===== src/hw/rtl/lcdws_pkg.sv =====
`default_nettype none

package lcdws_pkg;

    localparam int DISPLAY_COLUMNS_DEF = 16;

    localparam int CNT_W   = 6;
    localparam int KIND_W  = 4;
    localparam int DIGITS  = 10;
    localparam int NUM_W   = 32;
    localparam int ROWS    = 8;

    localparam logic [2:0] OP_RAW_CMD   = 3'd0;
    localparam logic [2:0] OP_RAW_DATA  = 3'd1;
    localparam logic [2:0] OP_SET_CUR   = 3'd2;
    localparam logic [2:0] OP_CHAR_AT   = 3'd3;
    localparam logic [2:0] OP_GLYPH     = 3'd4;
    localparam logic [2:0] OP_NUMBER    = 3'd5;
    localparam logic [2:0] OP_CLEAR     = 3'd6;

    localparam logic [KIND_W-1:0] K_RAW_CMD  = 4'd0;
    localparam logic [KIND_W-1:0] K_RAW_DATA = 4'd1;
    localparam logic [KIND_W-1:0] K_CURSOR   = 4'd2;
    localparam logic [KIND_W-1:0] K_CURSOR0  = 4'd3;
    localparam logic [KIND_W-1:0] K_GADDR    = 4'd4;
    localparam logic [KIND_W-1:0] K_ROW      = 4'd5;
    localparam logic [KIND_W-1:0] K_HOME     = 4'd6;
    localparam logic [KIND_W-1:0] K_DIGIT    = 4'd7;
    localparam logic [KIND_W-1:0] K_SPACE    = 4'd8;

    localparam logic [7:0] LCD_DDRAM_L0 = 8'h80;
    localparam logic [7:0] LCD_DDRAM_L1 = 8'hC0;
    localparam logic [7:0] LCD_CGRAM    = 8'h40;
    localparam logic [7:0] ASCII_ZERO   = 8'h30;
    localparam logic [7:0] ASCII_SPACE  = 8'h20;

    localparam logic RS_CMD  = 1'b0;
    localparam logic RS_DATA = 1'b1;

    typedef struct packed {
        logic              load;
        logic              bcd_start;
        logic              emit;
        logic [KIND_W-1:0] kind;
        logic              last;
        logic [CNT_W-1:0]  idx;
    } cmd_t;

    typedef struct packed {
        logic       out_free;
        logic [2:0] op;
        logic       line_ok;
        logic       slot_ok;
        logic       bcd_done;
        logic [3:0] digit_count;
    } status_t;

endpackage

`default_nettype wire


===== src/hw/rtl/lcdws_datapath.sv =====
`default_nettype none

module lcdws_datapath #(
    parameter int DISPLAY_COLUMNS = lcdws_pkg::DISPLAY_COLUMNS_DEF
) (
    input  wire                 clk,
    input  wire                 rst_n,
    input  wire lcdws_pkg::cmd_t cmd,
    output lcdws_pkg::status_t  sts,
    input  wire  [2:0]          operation,
    input  wire  [7:0]          byte_value,
    input  wire  [7:0]          line,
    input  wire  [7:0]          column,
    input  wire  [7:0]          glyph_slot,
    input  wire  [63:0]         glyph_rows,
    input  wire  [31:0]         number,
    output logic                out_valid,
    input  wire                 out_ready,
    output logic                register_select,
    output logic [7:0]          bus_byte,
    output logic                last_write
);
    import lcdws_pkg::*;

    logic [2:0]       op_reg;
    logic [7:0]       byte_reg;
    logic [7:0]       line_reg;
    logic [7:0]       column_reg;
    logic [7:0]       slot_reg;
    logic [7:0]       rows_reg [ROWS];
    logic [NUM_W-1:0] number_reg;
    logic [NUM_W-1:0] bin_reg;
    logic [3:0]       bcd_reg [DIGITS];
    logic [3:0]       bcd_adj [DIGITS];
    logic             bcd_busy_reg;
    logic [4:0]       step_cnt_reg;

    logic             out_valid_reg;
    logic             rs_reg;
    logic [7:0]       bus_reg;
    logic             last_reg;

    logic             rs_next;
    logic [7:0]       bus_next;
    logic [7:0]       col_clamped;
    logic [7:0]       line_base;
    logic [3:0]       digit_count;

    always_comb
    begin
        for (int i = 0; i < DIGITS; i++)
        begin
            bcd_adj[i] = (bcd_reg[i] >= 4'd5) ? bcd_reg[i] + 4'd3 : bcd_reg[i];
        end
    end

    always_comb
    begin
        digit_count = 4'd1;
        for (int i = 0; i < DIGITS; i++)
        begin
            if (bcd_reg[i] != 4'd0)
            begin
                digit_count = 4'(i + 1);
            end
        end
    end

    assign col_clamped = (column_reg >= 8'(DISPLAY_COLUMNS)) ? 8'(DISPLAY_COLUMNS - 1)
                                                            : column_reg;
    assign line_base   = line_reg[0] ? LCD_DDRAM_L1 : LCD_DDRAM_L0;

    always_comb
    begin
        rs_next  = RS_CMD;
        bus_next = byte_reg;
        case (cmd.kind)
            K_RAW_CMD:
            begin
                rs_next  = RS_CMD;
                bus_next = byte_reg;
            end
            K_RAW_DATA:
            begin
                rs_next  = RS_DATA;
                bus_next = byte_reg;
            end
            K_CURSOR:
            begin
                rs_next  = RS_CMD;
                bus_next = line_base + col_clamped;
            end
            K_CURSOR0:
            begin
                rs_next  = RS_CMD;
                bus_next = line_base;
            end
            K_GADDR:
            begin
                rs_next  = RS_CMD;
                bus_next = LCD_CGRAM + {2'b00, slot_reg[2:0], 3'b000};
            end
            K_ROW:
            begin
                rs_next  = RS_DATA;
                bus_next = rows_reg[~cmd.idx[2:0]];
            end
            K_HOME:
            begin
                rs_next  = RS_CMD;
                bus_next = LCD_DDRAM_L0;
            end
            K_DIGIT:
            begin
                rs_next  = RS_DATA;
                bus_next = ASCII_ZERO + {4'b0000, bcd_reg[cmd.idx[3:0]]};
            end
            K_SPACE:
            begin
                rs_next  = RS_DATA;
                bus_next = ASCII_SPACE;
            end
            default:
            begin
                rs_next  = RS_CMD;
                bus_next = byte_reg;
            end
        endcase
    end

    always_ff @(posedge clk)
    begin
        if (cmd.load)
        begin
            op_reg     <= operation;
            byte_reg   <= byte_value;
            line_reg   <= line;
            column_reg <= column;
            slot_reg   <= glyph_slot;
            number_reg <= number;
            for (int i = 0; i < ROWS; i++)
            begin
                rows_reg[i] <= glyph_rows[i*8 +: 8];
            end
        end
        if (cmd.bcd_start)
        begin
            bin_reg <= number_reg;
            for (int i = 0; i < DIGITS; i++)
            begin
                bcd_reg[i] <= 4'd0;
            end
        end
        else if (bcd_busy_reg)
        begin
            bin_reg    <= {bin_reg[NUM_W-2:0], 1'b0};
            bcd_reg[0] <= {bcd_adj[0][2:0], bin_reg[NUM_W-1]};
            for (int i = 1; i < DIGITS; i++)
            begin
                bcd_reg[i] <= {bcd_adj[i][2:0], bcd_adj[i-1][3]};
            end
        end
        if (cmd.emit)
        begin
            rs_reg   <= rs_next;
            bus_reg  <= bus_next;
            last_reg <= cmd.last;
        end
    end

    always_ff @(posedge clk or negedge rst_n)
    begin
        if (!rst_n)
        begin
            out_valid_reg <= 1'b0;
            bcd_busy_reg  <= 1'b0;
            step_cnt_reg  <= 5'd0;
        end
        else
        begin
            if (cmd.emit)
            begin
                out_valid_reg <= 1'b1;
            end
            else if (out_ready)
            begin
                out_valid_reg <= 1'b0;
            end
            if (cmd.bcd_start)
            begin
                bcd_busy_reg <= 1'b1;
                step_cnt_reg <= 5'd0;
            end
            else if (bcd_busy_reg)
            begin
                step_cnt_reg <= step_cnt_reg + 5'd1;
                if (step_cnt_reg == 5'(NUM_W - 1))
                begin
                    bcd_busy_reg <= 1'b0;
                end
            end
        end
    end

    assign sts.out_free    = !out_valid_reg || out_ready;
    assign sts.op          = op_reg;
    assign sts.line_ok     = (line_reg[7:1] == 7'd0);
    assign sts.slot_ok     = (slot_reg[7:3] == 5'd0);
    assign sts.bcd_done    = !bcd_busy_reg;
    assign sts.digit_count = digit_count;

    assign out_valid       = out_valid_reg;
    assign register_select = rs_reg;
    assign bus_byte        = bus_reg;
    assign last_write      = last_reg;

`ifndef SYNTHESIS
    a_emit_not_busy: assert property (@(posedge clk) disable iff (!rst_n)
        cmd.emit |-> !bcd_busy_reg)
        else $error("write issued during BCD conversion");

    a_digit_range: assert property (@(posedge clk) disable iff (!rst_n)
        (cmd.emit && cmd.kind == K_DIGIT) |-> ({2'b00, digit_count} > cmd.idx))
        else $error("digit index beyond number length");

    a_emit_free: assert property (@(posedge clk) disable iff (!rst_n)
        (out_valid_reg && !out_ready) |-> !cmd.emit)
        else $error("output register overwritten while stalled");
`endif

endmodule

`default_nettype wire


===== src/hw/rtl/lcdws_controller.sv =====
`default_nettype none

module lcdws_controller #(
    parameter int DISPLAY_COLUMNS = lcdws_pkg::DISPLAY_COLUMNS_DEF
) (
    input  wire                 clk,
    input  wire                 rst_n,
    input  wire                 in_valid,
    output logic                in_ready,
    input  wire lcdws_pkg::status_t sts,
    output lcdws_pkg::cmd_t     cmd
);
    import lcdws_pkg::*;

    localparam logic [2:0] S_IDLE = 3'd0;
    localparam logic [2:0] S_DEC  = 3'd1;
    localparam logic [2:0] S_CONV = 3'd2;
    localparam logic [2:0] S_HEAD = 3'd3;
    localparam logic [2:0] S_BODY = 3'd4;
    localparam logic [2:0] S_TAIL = 3'd5;

    logic [2:0]        state_reg,     state_next;
    logic [KIND_W-1:0] head_kind_reg, head_kind_next;
    logic [KIND_W-1:0] body_kind_reg, body_kind_next;
    logic              body_en_reg,   body_en_next;
    logic              tail_en_reg,   tail_en_next;
    logic [CNT_W-1:0]  cnt_reg,       cnt_next;

    always_comb
    begin
        state_next     = state_reg;
        head_kind_next = head_kind_reg;
        body_kind_next = body_kind_reg;
        body_en_next   = body_en_reg;
        tail_en_next   = tail_en_reg;
        cnt_next       = cnt_reg;
        cmd            = '0;
        in_ready       = 1'b0;
        case (state_reg)
            S_IDLE:
            begin
                in_ready = 1'b1;
                if (in_valid)
                begin
                    cmd.load   = 1'b1;
                    state_next = S_DEC;
                end
            end
            S_DEC:
            begin
                body_en_next = 1'b0;
                tail_en_next = 1'b0;
                cnt_next     = '0;
                state_next   = S_IDLE;
                case (sts.op)
                    OP_RAW_CMD:
                    begin
                        head_kind_next = K_RAW_CMD;
                        state_next     = S_HEAD;
                    end
                    OP_RAW_DATA:
                    begin
                        head_kind_next = K_RAW_DATA;
                        state_next     = S_HEAD;
                    end
                    OP_SET_CUR:
                    begin
                        head_kind_next = K_CURSOR;
                        state_next     = sts.line_ok ? S_HEAD : S_IDLE;
                    end
                    OP_CHAR_AT:
                    begin
                        head_kind_next = K_CURSOR;
                        body_kind_next = K_RAW_DATA;
                        body_en_next   = 1'b1;
                        state_next     = sts.line_ok ? S_HEAD : S_BODY;
                    end
                    OP_GLYPH:
                    begin
                        head_kind_next = K_GADDR;
                        body_kind_next = K_ROW;
                        body_en_next   = 1'b1;
                        tail_en_next   = 1'b1;
                        cnt_next       = CNT_W'(ROWS - 1);
                        state_next     = sts.slot_ok ? S_HEAD : S_IDLE;
                    end
                    OP_NUMBER:
                    begin
                        body_kind_next = K_DIGIT;
                        body_en_next   = 1'b1;
                        cmd.bcd_start  = 1'b1;
                        state_next     = S_CONV;
                    end
                    OP_CLEAR:
                    begin
                        head_kind_next = K_CURSOR0;
                        body_kind_next = K_SPACE;
                        body_en_next   = 1'b1;
                        cnt_next       = CNT_W'(DISPLAY_COLUMNS - 1);
                        state_next     = sts.line_ok ? S_HEAD : S_BODY;
                    end
                    default:
                    begin
                        state_next = S_IDLE;
                    end
                endcase
            end
            S_CONV:
            begin
                if (sts.bcd_done)
                begin
                    cnt_next   = CNT_W'(sts.digit_count) - CNT_W'(1);
                    state_next = S_BODY;
                end
            end
            S_HEAD:
            begin
                if (sts.out_free)
                begin
                    cmd.emit = 1'b1;
                    cmd.kind = head_kind_reg;
                    cmd.last = !body_en_reg && !tail_en_reg;
                    if (body_en_reg)
                    begin
                        state_next = S_BODY;
                    end
                    else if (tail_en_reg)
                    begin
                        state_next = S_TAIL;
                    end
                    else
                    begin
                        state_next = S_IDLE;
                    end
                end
            end
            S_BODY:
            begin
                if (sts.out_free)
                begin
                    cmd.emit = 1'b1;
                    cmd.kind = body_kind_reg;
                    cmd.idx  = cnt_reg;
                    cmd.last = (cnt_reg == '0) && !tail_en_reg;
                    cnt_next = cnt_reg - CNT_W'(1);
                    if (cnt_reg == '0)
                    begin
                        state_next = tail_en_reg ? S_TAIL : S_IDLE;
                    end
                end
            end
            S_TAIL:
            begin
                if (sts.out_free)
                begin
                    cmd.emit   = 1'b1;
                    cmd.kind   = K_HOME;
                    cmd.last   = 1'b1;
                    state_next = S_IDLE;
                end
            end
            default:
            begin
                state_next = S_IDLE;
            end
        endcase
    end

    always_ff @(posedge clk or negedge rst_n)
    begin
        if (!rst_n)
        begin
            state_reg     <= S_IDLE;
            head_kind_reg <= K_RAW_CMD;
            body_kind_reg <= K_RAW_DATA;
            body_en_reg   <= 1'b0;
            tail_en_reg   <= 1'b0;
            cnt_reg       <= '0;
        end
        else
        begin
            state_reg     <= state_next;
            head_kind_reg <= head_kind_next;
            body_kind_reg <= body_kind_next;
            body_en_reg   <= body_en_next;
            tail_en_reg   <= tail_en_next;
            cnt_reg       <= cnt_next;
        end
    end

endmodule

`default_nettype wire


===== src/hw/rtl/char_lcd_write_sequencer_top.sv =====
`default_nettype none

// Character LCD write sequencer.
// Input channel (in_valid/in_ready) takes one request beat: an operation and
// its operands. Output channel (out_valid/out_ready) gives one bus write per
// beat: register_select, bus_byte, and last_write on the final write of the
// request. A request that needs no write produces no beat at all.
// Timing: a request is taken in idle, decoded in the next cycle, then writes
// leave at one per cycle while the receiver takes them. A clear line request
// gives up to DISPLAY_COLUMNS + 1 writes, and a save glyph request 10.
// Print number first runs the binary-to-BCD shifter, one bit per cycle over
// all 32 bits of the number, then sizes the digits and writes them.
// The next request is taken once the last write of the current one is loaded
// into the output register.
// A stalled receiver holds the output register and pauses the sequencer;
// nothing is dropped. Reset clears the state machine and the output valid,
// and the block comes out of reset idle and ready.

module char_lcd_write_sequencer_top #(
    parameter int DISPLAY_COLUMNS = lcdws_pkg::DISPLAY_COLUMNS_DEF
) (
    input  wire         clk,
    input  wire         rst_n,
    input  wire         in_valid,
    output logic        in_ready,
    input  wire  [2:0]  operation,
    input  wire  [7:0]  byte_value,
    input  wire  [7:0]  line,
    input  wire  [7:0]  column,
    input  wire  [7:0]  glyph_slot,
    input  wire  [63:0] glyph_rows,
    input  wire  [31:0] number,
    output logic        out_valid,
    input  wire         out_ready,
    output logic        register_select,
    output logic [7:0]  bus_byte,
    output logic        last_write
);
    import lcdws_pkg::*;

    cmd_t    cmd;
    status_t sts;

    lcdws_controller #(
        .DISPLAY_COLUMNS(DISPLAY_COLUMNS)
    ) u_ctrl (
        .clk      (clk),
        .rst_n    (rst_n),
        .in_valid (in_valid),
        .in_ready (in_ready),
        .sts      (sts),
        .cmd      (cmd)
    );

    lcdws_datapath #(
        .DISPLAY_COLUMNS(DISPLAY_COLUMNS)
    ) u_dp (
        .clk             (clk),
        .rst_n           (rst_n),
        .cmd             (cmd),
        .sts             (sts),
        .operation       (operation),
        .byte_value      (byte_value),
        .line            (line),
        .column          (column),
        .glyph_slot      (glyph_slot),
        .glyph_rows      (glyph_rows),
        .number          (number),
        .out_valid       (out_valid),
        .out_ready       (out_ready),
        .register_select (register_select),
        .bus_byte        (bus_byte),
        .last_write      (last_write)
    );

endmodule

`default_nettype wire


===== config.mk =====
export PLATFORM = sky130hd
export DESIGN_NAME = char_lcd_write_sequencer_top
export DESIGN_NICKNAME = d
export VERILOG_FILES = /design/src/hw/rtl/lcdws_pkg.sv /design/src/hw/rtl/lcdws_datapath.sv /design/src/hw/rtl/lcdws_controller.sv /design/src/hw/rtl/char_lcd_write_sequencer_top.sv
export SDC_FILE = /design/constraint.sdc
export NUM_CORES = 1
export LEC_CHECK = 0
export BUFFER_PORTS_ARGS = -buffer_cell sky130_fd_sc_hd__buf_2
export CAP_MARGIN = 20
export CORE_AREA = 2 2 136 138
export DETAILED_ROUTE_END_ITERATION = 7
export DIE_AREA = 0 0 138 140
export PLACE_DENSITY = 0.91
export SLEW_MARGIN = 20
export SYNTH_ARGS = -nofsm -noshare
export SYNTH_HDL_FRONTEND = slang
export SYNTH_HIERARCHICAL = 1
export SYNTH_SLANG_ARGS = --single-unit

===== constraint.sdc =====
create_clock -name clk -period 8 [get_ports clk]
set_input_delay 0.8 -clock clk [delete_from_list [all_inputs] [get_ports clk]]
set_output_delay 0.8 -clock clk [all_outputs]
set_load 0.05 [all_outputs]

## Yosys cells after proc, flatten, opt, wreduce, memory -nomap -nowiden

Memories as Yosys holds them, arrays and structs flattened.
Cells that the tools add are included.

| operators by class | value |
|---|---|
| equal/unequal tests | 26 |
| bitwise logic cells | 11 |
| add/sub/neg operators | 16 |
| reductions and logical operators | 34 |
| magnitude comparators | 11 |
| muxes and demuxes | 80 |

Operator list:

| kind | number |
|---|---|
| two-way mux 4 bit | 23 |
| two-way mux 32 bit | 2 |
| one-hot mux 8 bit (7 select lines) | 1 |
| two-way mux 3 bit | 14 |
| >= comparator 4 x 3 -> 1 bit (second input constant) | 10 |
| nonzero test 4 bit | 10 |
| adder 4 x 2 -> 4 bit (second input constant) | 9 |
| one-hot mux 6 bit (3 select lines) | 2 |
| two-way mux 6 bit | 4 |
| two-way mux 1 bit | 20 |
| one-hot mux 4 bit (5 select lines) | 1 |
| one-hot mux 3 bit (6 select lines) | 1 |
| equality test 4 x 3 -> 1 bit (second input constant) | 4 |
| one-hot mux 4 bit (4 select lines) | 1 |
| equality test 3 bit (second input constant) | 5 |
| one-hot mux 3 bit (5 select lines) | 1 |
| equality test 3 x 2 -> 1 bit (second input constant) | 4 |
| two-way mux 12 bit | 1 |
| two-way mux 5 bit | 2 |
| inequality test 2 bit (second input constant) | 5 |
| OR 1 bit | 10 |
| adder 7 x 6 -> 8 bit (first input constant) | 1 |
| adder 8 bit | 1 |
| equality test 4 x 2 -> 1 bit (second input constant) | 2 |
| other kinds (31) | 44 |

| storage, ports and cells | value |
|---|---|
| input port bits | 135 |
| output and inout port bits | 12 |
| logic and storage cells | 199 |
| register bits after elaboration | 135 |
| memory bits (writable) | 104 |
| memories kept | 2 |

Memories:

| memory | depth | bits a word | rd ports | clocked after Yosys merged registers in | write ports | line | RTL |
|---|---|---|---|---|---|---|---|
| u_dp.rows_reg | 8 | 8 | 1 | 0 | 8 | lcdws_datapath.sv:30 | `logic [7:0] rows_reg [ROWS];` |
| u_dp.bcd_reg | 10 | 4 | 11 | 0 | 10 | lcdws_datapath.sv:33 | `logic [3:0] bcd_reg [DIGITS];` |

## Depth between registers and ports, before layout

An unclocked memory read counts as a cell.

| logic depth | value |
|---|---|
| depth after elaboration | 14 |
| mapped depth | 12 |
| mapped depth without buffers | 12 |

## Cells and area by module

Netlist, hierarchy kept.

Modules (own cells, without submodules):

| module | instances | area an instance (um^2) | sequential area each (um^2) | cells an instance |
|---|---|---|---|---|
| lcdws_datapath | 1 | 9524.1 | 6571.3 | 606 |
| lcdws_controller | 1 | 1353.8 | 451.7 | 173 |

## Worst setup path before layout

No wires, ideal clock.

| timing | value |
|---|---|
| kind | reg2reg |
| start | register u_ctrl.state_reg[2] |
| end | register u_dp.byte_reg[0] (enable) |
| clock period less this slack | 5397 ps |
| path slack | 2603 ps |
| cell stages (with the launch flop) | 4 |
| data arrival time | 4893 ps |
| setup time | 504 ps |
| path buffers | 1 |
| data required time | 7496 ps |
| cell sequence | dfrtp_1 > buf_2 > nor3_1 > and2_1 |

RTL lines:

| item | line | RTL |
|---|---|---|
| from (decl) | lcdws_controller.sv:22 | `logic [2:0] state_reg, state_next;` |
| from (signal assigned) | lcdws_controller.sv:182 | `state_reg <= state_next;` |
| to (signal assigned) | lcdws_datapath.sv:136 | `byte_reg <= byte_value;` |
| to (decl) | lcdws_datapath.sv:26 | `logic [7:0] byte_reg;` |

==> impl_metrics.ini <==
[floorplanning]
die_w_um = 138
die_h_um = 140
die-area_mm2 = 0.0193
rows = 49
io_pins = 147
initial_core_util_pct = 61.1
core_area_mm2 = 0.0178

[drt]
viasPerCell = 5.97
routedWlPerCell_um = 19.4
num_vias = 7015
initialDrtViolationCount = 650
dr.pass1.iters = 7
antenna_left = 0
drc = 0
wirelength_um = 22800

[setup_path]
cp-start-kind = flip-flop
regToRegSetupSlack_ns = 4.40
path_max_fanout = 51
r2r_start = u_ctrl/state_reg[0]$_DFFE_PN0P_
reg2reg_depth = 6
worstSetupPathType = flip-flop to flip-flop
crit_arrival_ns = 3.73
endpoint_kind = flip-flop
r2r-end = u_dp/bcd_reg[5][2]$_SDFFCE_PN0P_
required_ns = 8.13

[timing]
worst_pin_slew_ns = 1.07
finalSetupTns_ns = 0
max_freq_mhz = 277
timing.slew.headroom_pct = 28.5
fin_hold_ws_ns = 0.273
slew_violations = 0
setup_viol = 0
timing.final.crit_period_ns = 3.60
finalHoldViolCount = 0
rsz0062_at_grt = no
fin_crit_sh_pct = 45.0
finalClockSkew_ns = 0.0278

[final_layout]
multi_input_area_mm2 = 0.00355
largest_reg_flops = 64
syn_to_final_growth_pct = 15.9
ff_latch_area_mm2 = 0.00702
final_core_util_pct = 70.8
final_common_cell = edfxtp_1
layout_common_cells = edfxtp_1 (213), buf_2 (146), nor2_1 (47)
nFillCells = 1124
drive_above_1_share_pct = 27.8
stdcell_area_mm2 = 0.0126
nets = 1085

[clocking]
cts_buffer_depth = 3
clk_pin_slew_worst_paths_ns = 0.07
clock_latency_ns = 0.52
cts.htree.levels = 1
cts_tree = done
cts_hold_buf = 0
root_buffer = clkbuf_16
ctsResizeCount = 0
numCtsBuffers = 25
postCtsSetupRepairBufs = 0
clock_sinks = 238

[synthesis]
ys_warn_count = 6
synth.net_count = 937
netlist_instances = 777
synth_area_mm2 = 0.0109
avgSynthCellArea_um2 = 14.0

[power_and_ir_drop]
fin_total_pwr_mw = 4.94
seq_power_share_pct = 46.0
clkPwrFrac_pct = 22.8
combPwrFrac_pct = 31.2
power.density_mw_per_mm2 = 392
p_leak_nw = 4.73
swShare_pct = 34.0
irDropWorstVdd_mv = 0.372
internal_power_mw = 3.26
p_sw_mw = 1.68

[placement]
port_buffers = 146
dpl.hpwl_um = 15000
place.gp.congestion = 0.871
dpl-instance-area_mm2 = 0.0118

[global_route]
grt_pass1_vias = 7131
grt_overflow = 0
grt_pass1_wl_um = 35700
grt_max_degree = 85
grt_antenna_before_repair = 3
track_usage_pct = 22.9

[run]
cap_violations = 0

[worst_hold_path]
hold_path_class = input port to async pin

[outcome]
status = finished, final reports clean
[how the worst max path moves through the flow]
stage	startpoint	slack [ns]	end
floorplan	u_ctrl/state_reg[2]$_DFFE_PN0P_	2.60	u_dp/byte_reg[0]$_DFFE_PP_
global placement	u_ctrl/state_reg[0]$_DFFE_PN0P_	4.54	u_dp/bcd_reg[4][1]$_SDFFCE_PN0P_
detailed placement	u_ctrl/state_reg[0]$_DFFE_PN0P_	4.44	u_dp/bcd_reg[3][1]$_SDFFCE_PN0P_
CTS	u_ctrl/state_reg[0]$_DFFE_PN0P_	4.43	u_dp/bcd_reg[4][3]$_SDFFCE_PN0P_
global route	u_ctrl/state_reg[2]$_DFFE_PN0P_	4.14	u_dp/bus_byte[4]$_DFFE_PP_
finish	u_ctrl/state_reg[0]$_DFFE_PN0P_	4.40	u_dp/bcd_reg[5][2]$_SDFFCE_PN0P_
[power groups by stage]
stage | combinational, mW | clock, mW | sequential [mW]
finish | 1.54 | 1.13 | 2.27
global route | 1.70 | 1.20 | 2.31
CTS | 1.52 | 1.14 | 2.26
detailed placement | 1.50 | 0 | 2.28
global placement | 1.41 | 0 | 2.25
floorplan | 1.14 | 0 | 2.24
[area by class of cell]
class / count / area share, %
Multi-Input combinational cell: 474 / 28.2
Tap cell: 229 / 2.28
Timing Repair Buffer: 154 / 6.28
Clock buffer: 31 / 5.39
Inverter: 32 / 0.954
Clock inverter: 14 / 1.02
Sequential cell: 238 / 55.8
Antenna cell: 4 / 0.0795
[layer usage]
metal  track usage (%)  share of wire, %  vias up
li1                  -                 -     3231
met1              28.9                38     3376
met2              39.9                51      335
met3              3.62               6.6       73
met4              9.61               3.8        0
met5                 0                 0        -
[critical path: stages, from the launching register on]
cell     delay (ns)
dfrtp_1        0.63
or3b_1         0.57
nor2_2         0.22
and3_1         0.18
buf_4          0.40
or2_2          0.55
buf_4          0.65
[per-stage QoR]
stage               setup slack (ns)  std cells
detailed placement              4.44       1127
global placement                4.54       1127
floorplan                       2.60        777
global route                    4.14       1176
CTS                             4.43       1172
finish                          4.40       1176
No activity file was read; power rests on OpenSTA's default activity.
